<file path="config.mk">
export PLATFORM = sky130hd
export DESIGN_NAME = lps_ctrl
export DESIGN_NICKNAME = d
export VERILOG_FILES = /design/src/design/lru_page_store_with_backing_assert.svh /design/src/design/lps_pkg.sv /design/src/design/lps_ctrl.sv
export SDC_FILE = /design/constraint.sdc
export NUM_CORES = 1
export LEC_CHECK = 0
export ABC_AREA = 1
export BUFFER_PORTS_ARGS = -buffer_cell sky130_fd_sc_hd__clkbuf_2
export CAP_MARGIN = 20
export CORE_UTILIZATION = 40
export DETAILED_ROUTE_END_ITERATION = 8
export GPL_ROUTABILITY_DRIVEN = 0
export GPL_TIMING_DRIVEN = 1
export PLACE_DENSITY = 0.72
export SYNTH_ARGS = -nofsm -noshare
export SYNTH_HDL_FRONTEND = slang
export SYNTH_SLANG_ARGS = --single-unit
</file>
<file path="constraint.sdc">
create_clock -name i_clk -period 1.65 [get_ports i_clk]
set_clock_uncertainty 0.05 [all_clocks]
set_input_delay 0.165 -clock i_clk [delete_from_list [all_inputs] [get_ports i_clk]]
set_output_delay 0.165 -clock i_clk [all_outputs]
set_load 0.01 [all_outputs]
</file>
<file path="src/design/lru_page_store_with_backing_assert.svh">
// Assertion macros for the LRU page store.
`ifndef LRU_PAGE_STORE_WITH_BACKING_ASSERT_SVH
`define LRU_PAGE_STORE_WITH_BACKING_ASSERT_SVH
`define LPS_ASSERT_IMP(lbl, clk, rst_n, a, c) \
    lbl: assert property (@(posedge clk) disable iff (!rst_n) (a) |-> (c)) \
        else $error("assertion failed");
`define LPS_ASSERT_NXT(lbl, clk, rst_n, a, c) \
    lbl: assert property (@(posedge clk) disable iff (!rst_n) (a) |=> (c)) \
        else $error("assertion failed");
`endif

</file>
<file path="src/design/lps_pkg.sv">
//------------------------------------------------------------------------------
// lps_pkg
// Types and constants shared by the LRU page store modules.
//------------------------------------------------------------------------------
`timescale 1ns / 1ps
package lps_pkg;
    localparam int MAIN_ENTRIES_DEF    = 16;
    localparam int BACKING_ENTRIES_DEF = 256;
    localparam logic [1:0] OP_STORE   = 2'd0;
    localparam logic [1:0] OP_RELEASE = 2'd1;
    localparam logic [1:0] OP_LOOKUP  = 2'd2;
    localparam logic [1:0] OP_NOP     = 2'd3;
    localparam logic [1:0] ST_OK      = 2'd0;
    localparam logic [1:0] ST_MISS    = 2'd1;
    localparam logic [1:0] ST_DROP    = 2'd2;

    typedef enum logic [3:0] {
        S_IDLE, S_MFIND, S_MSHIFT, S_BSCAN, S_BWAIT, S_VSCAN,
        S_VPUSH, S_VSHIFT, S_APPEND, S_DONE
    } t_state;

    typedef struct packed {
        logic load;       // capture request, initialise scan indices
        logic mf_step;    // main find one entry
        logic ms_step;    // main shift one entry
        logic ms_start;   // start shift at found index
        logic bs_step;    // backing compaction one read
        logic bs_start;
        logic vs_start;
        logic vs_step;    // victim scan one entry
        logic vpush;      // push victim to backing
        logic vs_shift_start;
        logic append;
        logic touch;      // refresh stamp on main hit
        logic dec_main;
        logic res_set;    // result register valid
    } t_cmd;

    typedef struct packed {
        logic [1:0] op;
        logic mf_done;
        logic mf_hit;
        logic ms_done;
        logic bs_done;
        logic bs_hit;
        logic vs_done;
        logic need_evict;
    } t_stat;
endpackage

</file>
<file path="src/design/lps_ctrl.sv">
//------------------------------------------------------------------------------
// lps_ctrl
// Sequencer for find, compaction, eviction and append steps.
//------------------------------------------------------------------------------
`timescale 1ns / 1ps
module lps_ctrl (
    input  logic           i_clk,
    input  logic           i_rst_n,
    input  logic           i_start,
    input  logic [1:0]     i_op,
    input  logic           i_res_free,
    input  lps_pkg::t_stat i_stat,
    output lps_pkg::t_cmd  o_cmd,
    output logic           o_busy
);
    lps_pkg::t_state r_state, n_state;

    always_ff @(posedge i_clk) begin
        if (!i_rst_n) begin
            r_state <= lps_pkg::S_IDLE;
        end else begin
            r_state <= n_state;
        end
    end

    always_comb begin
        n_state = r_state;
        case (r_state)
            lps_pkg::S_IDLE: begin
                if (i_start) n_state = (i_op == lps_pkg::OP_STORE) ?
                    lps_pkg::S_VSCAN : lps_pkg::S_MFIND;
                if (i_start && i_op != lps_pkg::OP_STORE &&
                    i_op != lps_pkg::OP_RELEASE && i_op != lps_pkg::OP_LOOKUP)
                    n_state = lps_pkg::S_DONE;
            end
            lps_pkg::S_MFIND: begin
                if (i_stat.mf_hit) begin
                    n_state = (i_stat.op == lps_pkg::OP_RELEASE) ?
                        lps_pkg::S_MSHIFT : lps_pkg::S_DONE;
                end else if (i_stat.mf_done) begin
                    n_state = lps_pkg::S_BSCAN;
                end
            end
            lps_pkg::S_MSHIFT: if (i_stat.ms_done) n_state = lps_pkg::S_DONE;
            lps_pkg::S_BSCAN:  if (i_stat.bs_done) n_state = lps_pkg::S_BWAIT;
            lps_pkg::S_BWAIT: begin
                if (i_stat.op == lps_pkg::OP_LOOKUP && i_stat.bs_hit)
                    n_state = lps_pkg::S_VSCAN;
                else n_state = lps_pkg::S_DONE;
            end
            lps_pkg::S_VSCAN: begin
                if (!i_stat.need_evict) n_state = lps_pkg::S_APPEND;
                else if (i_stat.vs_done) n_state = lps_pkg::S_VPUSH;
            end
            lps_pkg::S_VPUSH:  n_state = lps_pkg::S_VSHIFT;
            lps_pkg::S_VSHIFT: if (i_stat.ms_done) n_state = lps_pkg::S_APPEND;
            lps_pkg::S_APPEND: n_state = lps_pkg::S_DONE;
            lps_pkg::S_DONE:   if (i_res_free) n_state = lps_pkg::S_IDLE;
            default:           n_state = lps_pkg::S_IDLE;
        endcase
    end

    always_comb begin
        o_cmd = '0;
        o_busy = (r_state != lps_pkg::S_IDLE);
        case (r_state)
            lps_pkg::S_IDLE:   o_cmd.load = i_start;
            lps_pkg::S_MFIND: begin
                o_cmd.mf_step = 1'b1;
                o_cmd.touch = i_stat.mf_hit && (i_stat.op == lps_pkg::OP_LOOKUP);
                o_cmd.ms_start = i_stat.mf_hit;
                o_cmd.bs_start = !i_stat.mf_hit && i_stat.mf_done;
            end
            lps_pkg::S_MSHIFT: begin
                o_cmd.ms_step = 1'b1;
                o_cmd.dec_main = i_stat.ms_done;
            end
            lps_pkg::S_BSCAN:  o_cmd.bs_step = 1'b1;
            lps_pkg::S_BWAIT:  o_cmd.vs_start = 1'b1;
            lps_pkg::S_VSCAN:  o_cmd.vs_step = 1'b1;
            lps_pkg::S_VPUSH: begin
                o_cmd.vpush = 1'b1;
                o_cmd.vs_shift_start = 1'b1;
            end
            lps_pkg::S_VSHIFT: begin
                o_cmd.ms_step = 1'b1;
                o_cmd.dec_main = i_stat.ms_done;
            end
            lps_pkg::S_APPEND: o_cmd.append = 1'b1;
            lps_pkg::S_DONE:   o_cmd.res_set = i_res_free;
            default:           o_cmd = '0;
        endcase
    end
endmodule

</file>
======== Yosys cells after proc, flatten, opt, wreduce, memory -nomap -nowiden ========
Cells that the tools add are included.
word-level totals
  output and inout port bits .............. 15
  bits of input ports ..................... 15
  memory bits (read-only) ................. 0
  bits in writable memories ............... 0
  bits in latches ......................... 0
  memories ................................ 0
  register bits ........................... 4
operators by class
  equal/unequal tests ..................... 20
  div/mod/pow operators ................... 0
  add/sub/neg operators ................... 0
  bitwise operators ....................... 0
  shifts and indexed selects .............. 0
  reduce and logical (&&, ||, !) cells .... 13
  multiply operators ...................... 0
  muxes and demuxes ....................... 27
  order comparisons ....................... 0
operators with widths
  kind                number
  $mux 4              12
  $pmux 4 s10         1
  $eq 4x3->1 const B  4
  $mux 1              12
  $ne 2x2->1 const B  5
  $ne 3x3->1 const B  3
  $eq 4x2->1 const B  2
  $eq 4x4->1 const B  2
  $reduce_and 7->1    1
  $logic_and 1x1->1   6
  $eq 4x1->1 const B  1
  $logic_not 4->1     1
  $reduce_bool 4->1   1
  $mux 3              1
  $eq 2x1->1 const B  1
  $eq 2x2->1 const B  1
  $logic_not 2->1     1
  $mux 2              1
  $ne 2x1->1 const B  1
  $reduce_bool 2->1   1
  $reduce_or 2->1     1
  $logic_not 1->1     1

======== Logic depth before layout (Yosys ltp) ========
  depth in word-level cells ............... 6
  depth in mapped cells ................... 9
  depth with buffers taken out ............ 9

======== Worst setup path after synthesis ========
Ideal clock, no wire load.
  path type ............................... flip-flop to output port
  start point ............................. reg r_state[0]
  end point ............................... out o_cmd[2] (netlist name)
  required time ........................... 1.435 ns
  setup slack ............................. 0.398 ns
  stages on the path, launching flop included .. 5
  data arrival time ....................... 1.037 ns
  cell sequence ........................... dfxtp_1 inv_1 nor2_2 nand2_1 nor4_1
RTL lines
  element                 line            text
  from (decl)             lps_ctrl.sv:16  lps_pkg::t_state r_state, n_state;
  from (signal assigned)  lps_ctrl.sv:20  r_state <= lps_pkg::S_IDLE;
  from (signal assigned)  lps_ctrl.sv:22  r_state <= n_state;
  to (decl)               lps_ctrl.sv:13  output lps_pkg::t_cmd o_cmd,

==> qor.yml <==
die-area_sq_um: 1570
hold_buffers: 0
largest_reg_flops: 4
die_h_microns: 39.6
hold_path_end: "r_state[1]"
io_buffers: 29
min_period_ps: 1590
h-tree-depth: 1
total_power_mw: 1.01
synth_ff_type: "dfxtp_1"
synth_cells: 111
clock_sinks: 4
hold_path_class: "primary input to register"
slew_headroom_pct: 79.2
synth-edff-count: 0
power.density_nw_per_um2: 1350
critPathRequiredTime_ps: 1430
netlist.area_leader.share_pct: 17.3
synth_area_leaders: "nand2_1, nor2_1, dfxtp_1"
r2r.worst_path.cells: 8
setup_viol_count_final: 0
seq_area_sq_um: 81.3
antenna_left: 0
hpwlAfterDp_microns: 1220
cp-end-kind: "output pin"
grt_max_degree: 10
critPathKind: "register to output pin"
multi_input_area_sq_um: 397
yosys_warnings: 0
p_int_uw: 461
drive_gt1_share_pct: 35.9
drv_cap: 0
slowest_stage: "dfxtp_1"
io_pins: 30
largest-register: "r_state"
num_antenna_cells: 0
drt_iter0_drc: 23
ys_ff_latch: 4
crit_chain: "inv_1, nor2_4, nand2_1, nor4_1, clkbuf_2"
r2r_setup_slack_ps: 240
syn_area_sq_um: 566
start_util_pct: 43.5
swShare_pct: 54.5
drc: 0
nFillCells: 149
fin_nets: 159
syn_nets: 126
grt_pass1_wl_microns: 2290
drtPass1Iterations: 4
power_frac_seq_pct: 18.3
totalWireLength_microns: 1420
reg_top3: "r_state x4"
path_max_fanout: 6
routed_via_density: 4.67
setup.worst_path.start: "r_state[0]"
arrival_ps: 1370
die_w_microns: 39.6
synthMostInstantiatedCell: "nand2_1"
root_buffer: "clkbuf_4"
vias: 733
tightest_slew_ps: 310
core_area_sq_um: 1300
ir_worst_vdd_mv: 0.656
clkSlewWorstSetupHoldPaths_ps: 40
outcome: "completed"
slew_viol_final: 0
crit_path_start_kind: "register"
clockBufferDepth: 2
clock_power_share_pct: 12.7
fin_crit_sh_pct: 96.1
leakagePower_nw: 0.468
rr_startpoint: "r_state[2]"
power.net_switching_uw: 553
grt_setup_unrepaired: "yes"
yosysTopAreaCell: "nand2_1"
antenna_found_initial: 0
cts_tree: "done"
syn_to_final_growth_pct: 32.7
clk_latency_ps: 240
rows: 13
cts_buffers: 3
min_from: "i_rst_n"
synthArstFlopShare_pct: 0
gr-total-overflow: 0
holdPathStages: 3
wl_per_cell_microns: 9.06
ys_types: 16
grt_usage_pct: 21.4
r2r_end: "r_state[0]"
combPwrFrac_pct: 69.0
avgSynthCellArea_sq_um: 5.09
holdWs_ps: 149
yosysSeqAreaShare_pct: 14.2
hold_viol: 0
max_freq_mhz: 630
synth_common_cells: "nand2_1, nor2_1, inv_1"
grt_pass1_vias: 586
slowest_delay_ps: 400
-- kinds of logic (layout without fill, tap and decap cells) --
kind of cell	after synthesis	after routing	synth area share, %
and+or+nand+nor	78	78	64.8
DFF	4	4	14.2
AOI/OAI and AO/OA	5	5	4.42
buffers and inverters	24	55	16.6
-- power groups by stage --
stage / sequential [mW] / combinational, mW / clock, mW
2_1_floorplan: 0.175 / 0.506 / 0
3_3_place_gp: 0.182 / 0.701 / 0
3_5_place_dp: 0.183 / 0.692 / 0
4_1_cts: 0.182 / 0.695 / 0.131
5_1_grt: 0.192 / 0.795 / 0.137
6_report: 0.185 / 0.700 / 0.129
-- layer usage --
layer | GRT usage [%] | wire, microns | vias to the layer above | part of all wire [%]
li1 | - | - | 401 | -
met1 | 27.9 | 637 | 300 | 45
met2 | 34.8 | 657 | 29 | 46
met3 | 6.82 | 119 | 3 | 8.4
met4 | 2.59 | 8 | 0 | 0.56
met5 | 0 | 0 | - | 0
-- placed cells by master (no fill, tap or decap) --
cell      synthesis  layout
a21oi_1           4       4
clkbuf_2          0      29
clkbuf_4          0       3
dfxtp_1           4       3
dfxtp_2           0       1
inv_1            17      17
inv_2             6       6
nand2_1          26      26
nand2_2           4       4
nand2_4           1       1
nand3_1          13      13
nand3_2           1       1
nand3b_1          1       1
nor2_1           24      24
nor2_2            4       3
nor2_4            2       3
nor4_1            2       2
o21ai_0           1       1
-- stage by stage --
step                instance area [sq um]  TNS, ps  std cells  worst slack, ps  util, %
finish                                751        0        157             63.6     57.7
detailed placement                    722        0        154              256     55.5
floorplan                             566        0        111              398        -
global route                          751    -35.9        157            -35.9     57.7
global placement                      722        0        154              257     55.5
CTS                                   744        0        157             26.3     57.2
-- layout make-up --
class / instances / share of cell area (%)
flip-flops and latches: 4 / 10.8
well taps: 15 / 2.50
multi-input cells: 83 / 52.8
inverters: 23 / 11.5
clock buffers: 3 / 3.00
repair buffers: 29 / 19.3
-- worst max-delay path, delay by kind of cell, from the launching register on --
family | cells | cell delay, ps
buffers and inverters | 2 | 290
DFF | 1 | 400
and+or+nand+nor | 3 | 440
-- worst max-delay path by stage --
stage	to	slack, ps	depth (start not counted)
2_1_floorplan	o_cmd[2]	400	4
3_3_place_gp	r_state[0]	260	9
3_5_place_dp	r_state[0]	260	8
4_1_cts	o_cmd[2]	30	5
5_1_grt	o_cmd[2]	-40	5
6_report	o_cmd[2]	60	5
-- repair_timing --
item                       CTS  global route
buffers inserted             0             0
setup endpoints to repair    0             1
resized for setup            0             2
(Power assumes the default switching activity.)
